### src/hw/rtl/sv39_page_table_walker_unit_assert.svh
// assertion macros shared by the walker rtl
`ifndef SV39_PAGE_TABLE_WALKER_UNIT_ASSERT_SVH
`define SV39_PAGE_TABLE_WALKER_UNIT_ASSERT_SVH

`ifndef NO_ASSERTIONS

// condition holds in the same cycle
`define SV39PTW_ASSERT_SAME(label, clk, rst_n, ante, cons, msg) \
    label: assert property (@(posedge clk) disable iff (!rst_n) (ante) |-> (cons)) \
        else $error(msg);

// condition holds in the following cycle
`define SV39PTW_ASSERT_NEXT(label, clk, rst_n, ante, cons, msg) \
    label: assert property (@(posedge clk) disable iff (!rst_n) (ante) |=> (cons)) \
        else $error(msg);

`else

`define SV39PTW_ASSERT_SAME(label, clk, rst_n, ante, cons, msg)
`define SV39PTW_ASSERT_NEXT(label, clk, rst_n, ante, cons, msg)

`endif

`endif

### src/hw/rtl/sv39ptw_pkg.sv
`timescale 1ns / 1ps

package sv39ptw_pkg;

    localparam int VA_W       = 39;
    localparam int PPN_W      = 44;
    localparam int PA_W       = 56;
    localparam int EIDX_W     = 12;
    localparam int ENTRY_W    = 64;
    localparam int FAULT_W    = 3;
    localparam int LEVEL_BITS = 9;
    localparam int PAGE_SHIFT = 12;
    localparam int CFG_IDX_W  = 2;
    localparam int CFG_DATA_W = 44;

    // page table entry layout
    localparam int PTE_V_BIT   = 0;
    localparam int PTE_U_BIT   = 4;
    localparam int PTE_PPN_LSB = 10;
    localparam int PTE_PPN_MSB = PTE_PPN_LSB + PPN_W - 1;

    // commands
    localparam logic CMD_WRITE = 1'b0;
    localparam logic CMD_XLATE = 1'b1;

    // fault codes
    localparam logic [FAULT_W-1:0] FAULT_NONE    = 3'd0;
    localparam logic [FAULT_W-1:0] FAULT_VA      = 3'd1;
    localparam logic [FAULT_W-1:0] FAULT_PTR     = 3'd2;
    localparam logic [FAULT_W-1:0] FAULT_LEAF    = 3'd3;
    localparam logic [FAULT_W-1:0] FAULT_OUTSIDE = 3'd4;

    // configuration register indexes
    localparam logic [CFG_IDX_W-1:0] CFG_ROOT_PPN = 2'd0;
    localparam logic [CFG_IDX_W-1:0] CFG_BASE_PPN = 2'd1;
    localparam logic [CFG_IDX_W-1:0] CFG_BYPASS   = 2'd2;

    // walk levels, top first
    localparam logic [1:0] LEVEL_TOP = 2'd2;
    localparam logic [1:0] LEVEL_MID = 2'd1;
    localparam logic [1:0] LEVEL_LEAF = 2'd0;

    typedef struct packed {
        logic               command;
        logic [VA_W-1:0]    va;
        logic [EIDX_W-1:0]  entry_index;
        logic [ENTRY_W-1:0] entry_value;
    } ptw_in_t;

    typedef struct packed {
        logic [PA_W-1:0]    pa;
        logic [FAULT_W-1:0] fault;
    } ptw_out_t;

    typedef struct packed {
        logic [PPN_W-1:0] root_ppn;
        logic [PPN_W-1:0] table_base_ppn;
        logic             identity_bypass;
    } ptw_cfg_t;

    typedef enum logic [1:0] {
        ST_IDLE,
        ST_WALK,
        ST_DONE
    } ptw_state_t;

endpackage

### src/hw/rtl/sv39ptw_walker.sv
`timescale 1ns / 1ps
`include "sv39_page_table_walker_unit_assert.svh"

module sv39ptw_walker #(
    parameter int TABLE_PAGES = 8,
    parameter int AW          = 12
) (
    input  logic                    clk,
    input  logic                    rst_n,
    input  sv39ptw_pkg::ptw_cfg_t   cfg,
    input  logic                    in_valid,
    output logic                    in_stall,
    input  sv39ptw_pkg::ptw_in_t    in_data,
    output logic                    res_valid,
    input  logic                    res_ready,
    output sv39ptw_pkg::ptw_out_t   res_data,
    output logic                    mem_we,
    output logic [AW-1:0]           mem_waddr,
    output logic [sv39ptw_pkg::ENTRY_W-1:0] mem_wdata,
    output logic                    mem_re,
    output logic [AW-1:0]           mem_raddr,
    input  logic [sv39ptw_pkg::ENTRY_W-1:0] mem_rdata
);
    import sv39ptw_pkg::*;

    localparam int MEM_WORDS = TABLE_PAGES * 512;
    localparam int PW        = (TABLE_PAGES > 1) ? $clog2(TABLE_PAGES) : 1;

    ptw_state_t          state_reg, state_next;
    logic [1:0]          level_reg, level_next;
    logic [VA_W-1:0]     va_reg, va_next;
    ptw_out_t            res_reg, res_next;

    logic                accept;
    logic [PPN_W-1:0]    chk_ppn;
    logic [LEVEL_BITS-1:0] chk_idx;
    logic [PPN_W:0]      chk_diff;
    logic                chk_outside;
    logic                pte_v;
    logic                pte_u;
    logic [PPN_W-1:0]    pte_ppn;

    assign accept   = in_valid && (state_reg == ST_IDLE);
    assign in_stall = (state_reg != ST_IDLE);

    assign pte_v   = mem_rdata[PTE_V_BIT];
    assign pte_u   = mem_rdata[PTE_U_BIT];
    assign pte_ppn = mem_rdata[PTE_PPN_MSB:PTE_PPN_LSB];

    // table page to read next: the root when starting, else the pointer just read
    always_comb
    begin
        if (state_reg == ST_IDLE)
        begin
            chk_ppn = cfg.root_ppn;
            chk_idx = in_data.va[38:30];
        end
        else
        begin
            chk_ppn = pte_ppn;
            chk_idx = (level_reg == LEVEL_TOP) ? va_reg[29:21] : va_reg[20:12];
        end
    end

    // page must lie within [base, base + TABLE_PAGES)
    assign chk_diff    = {1'b0, chk_ppn} - {1'b0, cfg.table_base_ppn};
    assign chk_outside = chk_diff[PPN_W] ||
                         (chk_diff[PPN_W-1:0] >= PPN_W'(TABLE_PAGES));
    assign mem_raddr   = AW'({chk_diff[PW-1:0], chk_idx});

    assign mem_waddr = AW'(in_data.entry_index);
    assign mem_wdata = in_data.entry_value;

    always_comb
    begin
        state_next = state_reg;
        level_next = level_reg;
        va_next    = va_reg;
        res_next   = res_reg;
        mem_we     = 1'b0;
        mem_re     = 1'b0;
        res_valid  = 1'b0;

        case (state_reg)
            ST_IDLE:
            begin
                if (accept)
                begin
                    va_next        = in_data.va;
                    level_next     = LEVEL_TOP;
                    res_next.pa    = '0;
                    res_next.fault = FAULT_NONE;
                    state_next     = ST_DONE;
                    if (in_data.command == CMD_WRITE)
                    begin
                        mem_we = (32'(in_data.entry_index) < MEM_WORDS);
                    end
                    else if (in_data.va[VA_W-1])
                    begin
                        res_next.fault = FAULT_VA;
                    end
                    else if (cfg.identity_bypass)
                    begin
                        res_next.pa = PA_W'(in_data.va);
                    end
                    else if (chk_outside)
                    begin
                        res_next.fault = FAULT_OUTSIDE;
                    end
                    else
                    begin
                        mem_re     = 1'b1;
                        state_next = ST_WALK;
                    end
                end
            end

            ST_WALK:
            begin
                if (level_reg == LEVEL_LEAF)
                begin
                    state_next = ST_DONE;
                    if (pte_v && pte_u)
                    begin
                        res_next.pa = {pte_ppn, va_reg[PAGE_SHIFT-1:0]};
                    end
                    else
                    begin
                        res_next.fault = FAULT_LEAF;
                    end
                end
                else if (!pte_v)
                begin
                    res_next.fault = FAULT_PTR;
                    state_next     = ST_DONE;
                end
                else if (chk_outside)
                begin
                    res_next.fault = FAULT_OUTSIDE;
                    state_next     = ST_DONE;
                end
                else
                begin
                    mem_re     = 1'b1;
                    level_next = level_reg - 2'd1;
                end
            end

            ST_DONE:
            begin
                res_valid = 1'b1;
                if (res_ready)
                begin
                    state_next = ST_IDLE;
                end
            end

            default:
            begin
                state_next = ST_IDLE;
            end
        endcase
    end

    assign res_data = res_reg;

    always_ff @(posedge clk or negedge rst_n)
    begin
        if (!rst_n)
        begin
            state_reg <= ST_IDLE;
            level_reg <= LEVEL_TOP;
        end
        else
        begin
            state_reg <= state_next;
            level_reg <= level_next;
        end
    end

    always_ff @(posedge clk)
    begin
        va_reg  <= va_next;
        res_reg <= res_next;
    end

    // no write and read in the same cycle
    `SV39PTW_ASSERT_SAME(a_no_rw_overlap, clk, rst_n, mem_we, !mem_re,
        "table write and read in the same cycle")

    // every walk cycle consumes a read issued the cycle before
    `SV39PTW_ASSERT_SAME(a_walk_has_read, clk, rst_n, state_reg == ST_WALK, $past(mem_re),
        "walk step without a pending table read")

    // a write item answers with a clean zero result next
    `SV39PTW_ASSERT_NEXT(a_write_result, clk, rst_n,
        accept && (in_data.command == CMD_WRITE),
        (state_reg == ST_DONE) && (res_reg.fault == FAULT_NONE) && (res_reg.pa == '0),
        "write item did not give a zero result")

endmodule

### config.mk
export PLATFORM = sky130hd
export DESIGN_NAME = sv39ptw_walker
export DESIGN_NICKNAME = d
export VERILOG_FILES = /design/src/hw/rtl/sv39ptw_pkg.sv /design/src/hw/rtl/sv39ptw_walker.sv
export VERILOG_INCLUDE_DIRS = /design/src /design/src/hw/rtl
export SDC_FILE = /design/constraint.sdc
export NUM_CORES = 1
export LEC_CHECK = 0
export BUFFER_PORTS_ARGS = -buffer_cell sky130_fd_sc_hd__buf_4
export CAP_MARGIN = 25
export CORE_MARGIN = 1
export CORE_UTILIZATION = 25
export CTS_CLUSTER_DIAMETER = 120
export DETAILED_ROUTE_END_ITERATION = 10
export PLACE_DENSITY = 0.56
export SYNTH_ARGS = -nofsm -noshare
export SYNTH_HDL_FRONTEND = slang
export SYNTH_SLANG_ARGS = --single-unit
### constraint.sdc
create_clock -name clk -period 7.9 [get_ports clk]
set_input_delay 1.185 -clock clk [delete_from_list [all_inputs] [get_ports clk]]
set_output_delay 1.185 -clock clk [all_outputs]
set_load 0.02 [all_outputs]
# == After elaboration in Yosys (flattened, before gate mapping) ==
# Index checks and enable logic that the tools add are counted.
# classes
n_addsub,2
n_reduce_logical,12
n_lt_le_gt_ge,1
mux,44
eq_ne,12
# op_table
cell,n
2-to-1 mux 56 bit,3
2-to-1 mux 59 bit,2
one-hot mux 59 bit (2 select lines),1
subtractor 44 x 44 -> 45 bit,1
>= comparator 44 x 4 -> 1 bit (second input constant),1
2-to-1 mux 44 bit,1
2-to-1 mux 38 bit,1
2-to-1 mux 2 bit,13
2-to-1 mux 3 bit,7
2-to-1 mux 9 bit,2
!= test 2 bit (second input constant),7
2-to-1 mux 1 bit,11
AND reduction 4 bit,2
one-hot mux 2 bit (3 select lines),1
AND reduction 5 bit,1
equality test 2 bit (second input constant),2
logical NOT 2 bit,2
!= test 4 bit (second input constant),1
one-hot mux 2 bit (2 select lines),1
nonzero test 2 bit,2
!= test 3 bit (second input constant),1
AND reduction 3 bit,1
equality test 2 x 1 -> 1 bit (second input constant),1
logical AND 1 bit,2
4 further kinds,4
# word_totals
elab_cells,76
output_inout_bits,151
inputBits,273
register_bits,93

# == Longest topological paths before layout ==
# Gate-level depths: netlist (run 1).
# depth
depth_word,11
ltp_mapped,17
ltp_nobuf,16

# == Worst setup path after synthesis (run 1) ==
# OpenSTA, ideal clock, no wires.
# synth_timing
path_type,input to register
startpoint,input port mem_rdata[4] (netlist name)
endpoint,"register res_reg, in the netlist res_data[10], enable pin"
t_required_ns,7.353
arrival_time_ns,5.206
slack_ns,2.147
cell_stages,2
path_cell_list,nand3_1 -> o21ai_0
# synth_via
elab_chain_cells,3
# synth_lines
item,line,text
"start, declared",sv39ptw_walker.sv:22,input logic [sv39ptw_pkg::ENTRY_W-1:0] mem_rdata
logical AND 1 bit,sv39ptw_walker.sv:123,if (pte_v && pte_u)
!= test 2 bit (no source line),n/a,
AND reduction 4 bit (no source line),n/a,
"end signal, assigned",sv39ptw_walker.sv:184,res_reg <= res_next;
"end, declared",sv39ptw_walker.sv:32,"ptw_out_t res_reg, res_next;"
# Every way passes these cells.
# A chain may end at the register's enable or synchronous reset.

# == Worst setup path after layout (run 1) ==
# layout_timing
startpoint,register state_reg[1]
endpoint,output port mem_re
# layout_via
elab_chain_cells,11
word_cells_on_any_way,15
classes_between,1 x add/sub; 1 x order compare; 1 x eq/ne; 9 x mux; 3 x reduce/logical
# layout_lines
item,line,text
"start, declared",sv39ptw_walker.sv:29,"ptw_state_t state_reg, state_next;"
"start signal, assigned",sv39ptw_walker.sv:176,state_reg <= state_next;
logical NOT 2 bit,"sv39ptw_walker.sv:43, sv39ptw_walker.sv:53, sv39ptw_walker.sv:84",
2-to-1 mux 44 bit,sv39ptw_walker.sv:53,if (state_reg == ST_IDLE)
subtractor 44 x 44 -> 45 bit,sv39ptw_walker.sv:66,"assign chk_diff = {1'b0, chk_ppn} - {1'b0, cfg.table_base_ppn};"
>= comparator 44 x 4 -> 1 bit,sv39ptw_walker.sv:68,(chk_diff[PPN_W-1:0] >= PPN_W'(TABLE_PAGES));
logical OR 1 bit,sv39ptw_walker.sv:67,assign chk_outside = chk_diff[PPN_W] ||
2-to-1 mux 1 bit,"sv39ptw_walker.sv:106, sv39ptw_walker.sv:137",
2-to-1 mux 1 bit,sv39ptw_walker.sv:102,else if (cfg.identity_bypass)
2-to-1 mux 1 bit,sv39ptw_walker.sv:98,else if (in_data.va[VA_W-1])
2-to-1 mux 1 bit,sv39ptw_walker.sv:94,if (in_data.command == CMD_WRITE)
2-to-1 mux 1 bit,sv39ptw_walker.sv:87,if (accept)
one-hot mux 1 bit (2 select lines) *,sv39ptw_walker.sv:84,case (state_reg)
"end, declared",sv39ptw_walker.sv:20,"output logic mem_re,"
# Mark *: on every way between the ends. The rest lies on a longest branch, timed or not.

==> results.yml, run 1 <==
global_route:
  grt_pass1_vias: 7360
  grt_usage_pct: 17.17
  grt_pass1_wl_microns: 43730
  antenna_found_initial: 0
  grt_max_degree: 58
  grt-ovfl-total: 0
placed_design:
  detailed_place_hpwl_microns: 24760
  io_buffer_count: 253
  place_area_sq_mm: 0.01004
  gp_congestion: 0.8896
route:
  dr.pass1.iters: 5
  wirelength_microns: 29940
  routedWlPerCell_microns: 20.05
  vias: 7500
  ant_nets: 0
  drcViolationCount: 0
  drt_iter0_markers: 429
  vias_per_cell: 5.023
logic_synthesis:
  synth_ff_type: "edfxtp_1"
  yosysTopAreaCell: "edfxtp_1"
  synthArstFlopShare_pct: 4.301
  ys_ff_latch: 93
  syn_avg_cell_area_sq_um: 9.253
  seq_area_frac_synth_pct: 33.65
  syn_nets: 1211
  netlist_instances: 891
  yosysWarnings: 0
  synthTopCellsByArea: "edfxtp_1 32%, ha_1 7.0%, buf_4 6.9%"
  synth_edf_count: 89
  syn-cell-area_sq_mm: 0.008244
  yosysUniqueCellTypes: 77
  synth_top_area_share_pct: 32.42
worst_setup_path:
  crit_path_max_fanout: 45
  worstPathRequired_ns: 6.71
  worstReg2RegStart: "state_reg[1]"
  endpoint_kind: "primary output"
  r2r_slack_ns: 2.78
  rr_worst_depth: 13
  r2r_end: "res_data[0]"
  critPathLaunchType: "register"
  arrival_ns: 5.27
  critPathKind: "register to primary output"
die:
  die_x_microns: 183.6
  core_area_sq_mm: 0.03245
  die_y_microns: 183.6
  io_pins: 424
  die_area_sq_mm: 0.03371
  floorplan.initialDensity_pct: 25.40
  fp-row-count: 66
final_layout:
  nets: 1366
  diodes: 0
  largest_register_ffs: 59
  fillCellCount: 3378
  area_growth_syn_to_layout_pct: 25.48
  fin_area_sq_mm: 0.01034
  drive_gt1_share_pct: 32.54
power_and_ir_drop:
  p_comb_share_pct: 44.5
  power_switching_mw: 0.7082
  p_per_area_mw_per_mm2: 181.4
  peakVddDrop_mv: 0.1065
  internal-power_mw: 1.168
  clock_power_share_pct: 24.1
  p_sw_share_pct: 37.74
  total_leakage_power_nw: 4.470
  power_frac_seq_pct: 31.4
sta:
  slew_headroom_pct: 47.18
  hold_violations: 0
  min_period_over_period_pct: 81.66
  slew_violations: 0
  fin_worst_skew_ns: 0.005710
  timing.fmax_mhz: 155.0
  fin_tns_setup_ns: 0
  worst_slew_pin_slew_ns: 0.7923
  rsz0062_at_grt: "no"
  min_period_ns: 6.451
  setup_viol: 0
clocking:
  cts_root_buffer: "clkbuf_16"
  htreeDepth: 3
  cts_buffers: 9
  cts_repair_resize_count: 0
  post_cts_buffers: 0
  clk_path_buf_depth: 2
  clk_pin_slew_ns: 0.07
  tritoncts: "done"
  clk_latency_ns: 0.36
  postCtsHoldBufs: 0
  clock_sinks: 93
min_path:
  holdPathEnd: "level_reg[0]"
  hold-path-cell-count: 1
  worstHoldPathType: "register to register"
  hold_path.startpoint: "level_reg[0]"
run_status:
  outcome: "finished, final reports clean"
job:
  drv_cap: 0
[per-stage QoR]
step           hold slack [ns]  setup slack [ns]  power, mW  cells  util (%)
6_report                0.4768             1.449      1.876   1493     31.88
4_1_cts                 0.4812             1.489      1.883   1493     31.88
3_5_place_dp            0.4717             1.549      1.426   1477     30.94
3_3_place_gp            0.4663             1.586      1.421   1477     30.94
5_1_grt                 0.5165             1.097      1.975   1493     31.88
2_1_floorplan           0.4450             2.147      1.189    891         -
[power groups by stage]
| stage | registers [mW] | clock network (mW) | logic (mW) |
|---|---|---|---|
| floorplan | 0.630 | 0 | 0.559 |
| global placement | 0.600 | 0 | 0.821 |
| detailed placement | 0.601 | 0 | 0.825 |
| CTS | 0.590 | 0.465 | 0.828 |
| global route | 0.593 | 0.477 | 0.905 |
| finish | 0.590 | 0.452 | 0.834 |
[Yosys cell counts (19+ instances only)]
library cell,n
a21oi_1,56
a22o_1,38
and2_1,23
buf_4,76
clkbuf_1,25
edfxtp_1,89
ha_1,46
inv_1,58
mux2_2,44
mux2i_1,19
nand2_1,69
nor2_1,37
o21ai_0,48
[worst max-delay path, cell delays in order (launching register included)]
cell and delay (ns):
dfrtp_1 0.46, nor2_4 0.13, buf_4 0.46, mux2_2 0.43
fa_1 0.45, a211oi_2 0.36, o21ai_0 0.16, a21oi_1 0.47
nor3_1 0.14, nor4_1 0.38, o21ai_0 0.19, nor4_1 0.23
nand4_1 0.22, nor4_4 0.42, a21boi_1 0.21, buf_4 0.16
[layer usage]
metal  global-route usage [%]  share of wire, %  vias up
li1                         -                 -     3554
met1                    19.72                39     3547
met2                    31.41                51      318
met3                    2.456               6.8       81
met4                    7.567               3.4        0
met5                        0                 0        -
[cell families after synthesis]
logic type | count (synthesis) | share of synthesized area, %
AO/OA/AOI/OAI | 250 | 21.38
XOR/XNOR | 20 | 2.125
AND/OR/NAND/NOR | 245 | 15.83
buffers and inverters | 173 | 11.47
flip-flops | 93 | 33.65
multiplexers | 63 | 8.317
adder cells (fa/ha/maj) | 47 | 7.224
[area by class of cell]
type / count / area [sq um] / share of cell area (%)
Clock inverter: 6 / 76.32 / 0.7378
Inverter: 58 / 217.7 / 2.105
Sequential cell: 93 / 2774 / 26.81
Timing Repair Buffer: 259 / 1944 / 18.80
Multi-Input combinational cell: 625 / 4551 / 43.99
Clock buffer: 10 / 229.0 / 2.213
Tap cell: 442 / 553.0 / 5.346
[layout by cell type, fill, tap and decap left out, types with 5 or more instances in the layout]
cell type,netlist,layout
nand2_1,69,69
a21o_1,13,13
xor2_1,9,9
a211oi_1,6,6
inv_1,58,58
mux2i_1,19,19
mux2_2,44,44
and2_1,23,23
nand3_1,13,13
a31oi_1,9,9
nor4_1,12,12
nor2_1,37,36
a21oi_1,56,56
buf_4,76,259
o211a_1,5,5
a22o_1,38,38
and3_1,8,8
or3_1,10,10
clkbuf_16,0,9
o211ai_1,9,9
o21a_1,12,12
edfxtp_1,89,89
ha_1,46,46
nor3_1,17,17
nand2b_1,11,11
nor2b_1,6,5
xnor2_1,11,11
nand4_1,13,13
o21ai_0,48,47
[worst max path at each step]
stage               cells past startpoint  slack, ns      endpoint     startpoint
floorplan                               2       2.15  res_data[10]   mem_rdata[4]
detailed placement                     16       1.55        mem_re  mem_rdata[10]
finish                                 15       1.45        mem_re   state_reg[1]
global placement                       16       1.59        mem_re  mem_rdata[10]
CTS                                    15       1.49        mem_re   state_reg[1]
global route                           15       1.10        mem_re   state_reg[1]
No activity file was read; power rests on OpenSTA's default activity.
==> run 2, diff against run 1 <==
clock period = 6.3 ns   (was 7.9 ns; I/O delays follow)
==> run 2 against run 1 <==
- clock power increased by 10%
- setup slack got worse by 1.3 ns
- hold slack got worse by 0.099 ns
- cell area decreased by 0.16%
- via count about the same
- clock skew decreased by 0.00058 ns
- largest cell class unchanged
- largest power group unchanged
==> results.yml, run 2 (synthesis gave the netlist of run 1 again) <==
run_status:
  outcome: "finished, final reports clean"
sta:
  fin_tns_setup_ns: 0
  timing.fmax_mhz: 162.1
  fin_worst_skew_ns: 0.005132
  hold_slack_ns: 0.3779
  rsz0062_at_grt: "no"
  min_period_over_period_pct: 97.91
  slew_violations: 0
  min_period_ns: 6.168
  slew_headroom_pct: 47.66
  hold_violations: 0
  setup_viol: 0
  worst_slew_pin_slew_ns: 0.7852
die:
  fp-row-count: 66
  io_pins: 424
  floorplan.initialDensity_pct: 25.40
  die_x_microns: 183.6
  die_area_sq_mm: 0.03371
  die_y_microns: 183.6
  core_area_sq_mm: 0.03245
global_route:
  grt_pass1_vias: 7258
  grt_max_degree: 58
  grt-ovfl-total: 0
  grt_pass1_wl_microns: 42990
  grt_usage_pct: 16.94
  antenna_found_initial: 0
placed_design:
  dp.cells: 1478
  detailed_place_hpwl_microns: 24530
  gp_congestion: 0.8915
  io_buffer_count: 253
worst_setup_path:
  endpoint_kind: "primary output"
  worstPathRequired_ns: 5.35
  arrival_ns: 5.22
  cp_cell_sequence: "nor2_4, inv_1, mux2i_1, ha_1, inv_1, fa_1, a211oi_2, o211a_1, o21ba_2, o31ai_2, a211oi_2, o21ai_0, o31a_1, or3_1, nor4_4, a21boi_1, buf_4"
  worstSetupStartpoint: "state_reg[1]"
  critPathSlowestCell: "dfrtp_1"
  critPathKind: "register to primary output"
  critPathMaxStageDelay_ns: 0.48
  worstReg2RegStart: "state_reg[1]"
  crit_path_max_fanout: 5
  critPathLaunchType: "register"
clocking:
  tritoncts: "done"
  cts_buffers: 9
  clk_latency_ns: 0.35
  htreeDepth: 3
  post_cts_buffers: 0
  clock_sinks: 93
  clk_pin_slew_ns: 0.06
  cts_root_buffer: "clkbuf_16"
  clk_path_buf_depth: 2
final_layout:
  area_growth_syn_to_layout_pct: 25.29
  multiInputGateArea_sq_mm: 0.004562
  fillCellCount: 3405
  regArea_sq_mm: 0.002774
  final_util_pct: 31.83
  final_cell_mix: "258 x buf_4, 89 x edfxtp_1, 69 x nand2_1"
  largest_register_ffs: 59
  drive_gt1_share_pct: 32.86
  layout_commonest_cell: "buf_4"
  nets: 1367
  diodes: 0
  fin_cells: 1492
power_and_ir_drop:
  p_per_area_mw_per_mm2: 221.2
  peakVddDrop_mv: 0.1346
  total_leakage_power_nw: 4.449
min_path:
  worstHoldPathType: "input pin to asynchronous set/reset pin"
route:
  met3_length_microns: 2094
  drt_iter0_markers: 414
  ant_nets: 0
  routedWlPerCell_microns: 19.79
  vias: 7502
  vias_per_cell: 5.028
  drt-met1-wl_microns: 11270
  dr.max_layer_used: "met4"
  wirelength_microns: 29530
  dr.pass1.iters: 5
  wl_met2_microns: 15050
  drcViolationCount: 0
job:
  drv_cap: 0
[run 2: critical path, delay by kind of cell, from the launching register on]
kind | cells | cell delay (ns)
fa+ha+maj | 2 | 0.65
simple gates | 3 | 0.89
mux | 1 | 0.37
compound gates | 8 | 1.98
buf+inv | 3 | 0.51
flops | 1 | 0.48
[run 2: repair_timing]
action,in CTS,in global routing
endpoints found under the setup margin,0,1
resized for setup,0,7
hold buffers,0,0
[run 2: where the power goes]
| part | internal, mW | switching, mW |
|---|---|---|
| clock | 0.264 | 0.233 |
| sequential | 0.727 | 0.0125 |
| combinational | 0.427 | 0.620 |
| total | 1.42 | 0.865 |
[run 2: final cells by class]
cell class,instances,area share [%]
multi-input cells,625,44.17
flip-flops and latches,93,26.86
repair buffers,260,18.97
well taps,442,5.354
clock buffers,9,2.180
inverters,58,2.108
clock inverters,5,0.3634
[run 2: final timing paths]
path | depth (start not counted) | slack, ns | endpoint
min in group clk | 1 | 0.48 | level_reg[0]
max in group asynchronous | 1 | 5.73 | level_reg[1]
min | 1 | 0.38 | state_reg[1]
max | 17 | 0.13 | mem_re
min reg2reg | 1 | 0.48 | level_reg[0]
max reg2reg | 13 | 1.30 | res_data[1]
[run 2: per-stage QoR]
| stage | setup slack, ns | power (mW) | instance area [sq um] |
|---|---|---|---|
| final | 0.1320 | 2.284 | 10330 |
| after detailed placement | 0.3936 | 1.787 | 10050 |
| after floorplan | 0.7871 | 1.491 | 8244 |
| after CTS | 0.08545 | 2.288 | 10310 |
| after global placement | 0.4487 | 1.783 | 10050 |
| after global routing | 0.006516 | 2.413 | 10330 |
[run 2: routing by layer]
| layer | vias to the layer above | track usage, % |
|---|---|---|
| li1 | 3553 | - |
| met5 | - | 0 |
| met4 | 0 | 8.500 |
| met2 | 318 | 30.70 |
| met3 | 81 | 2.833 |
| met1 | 3550 | 19.04 |
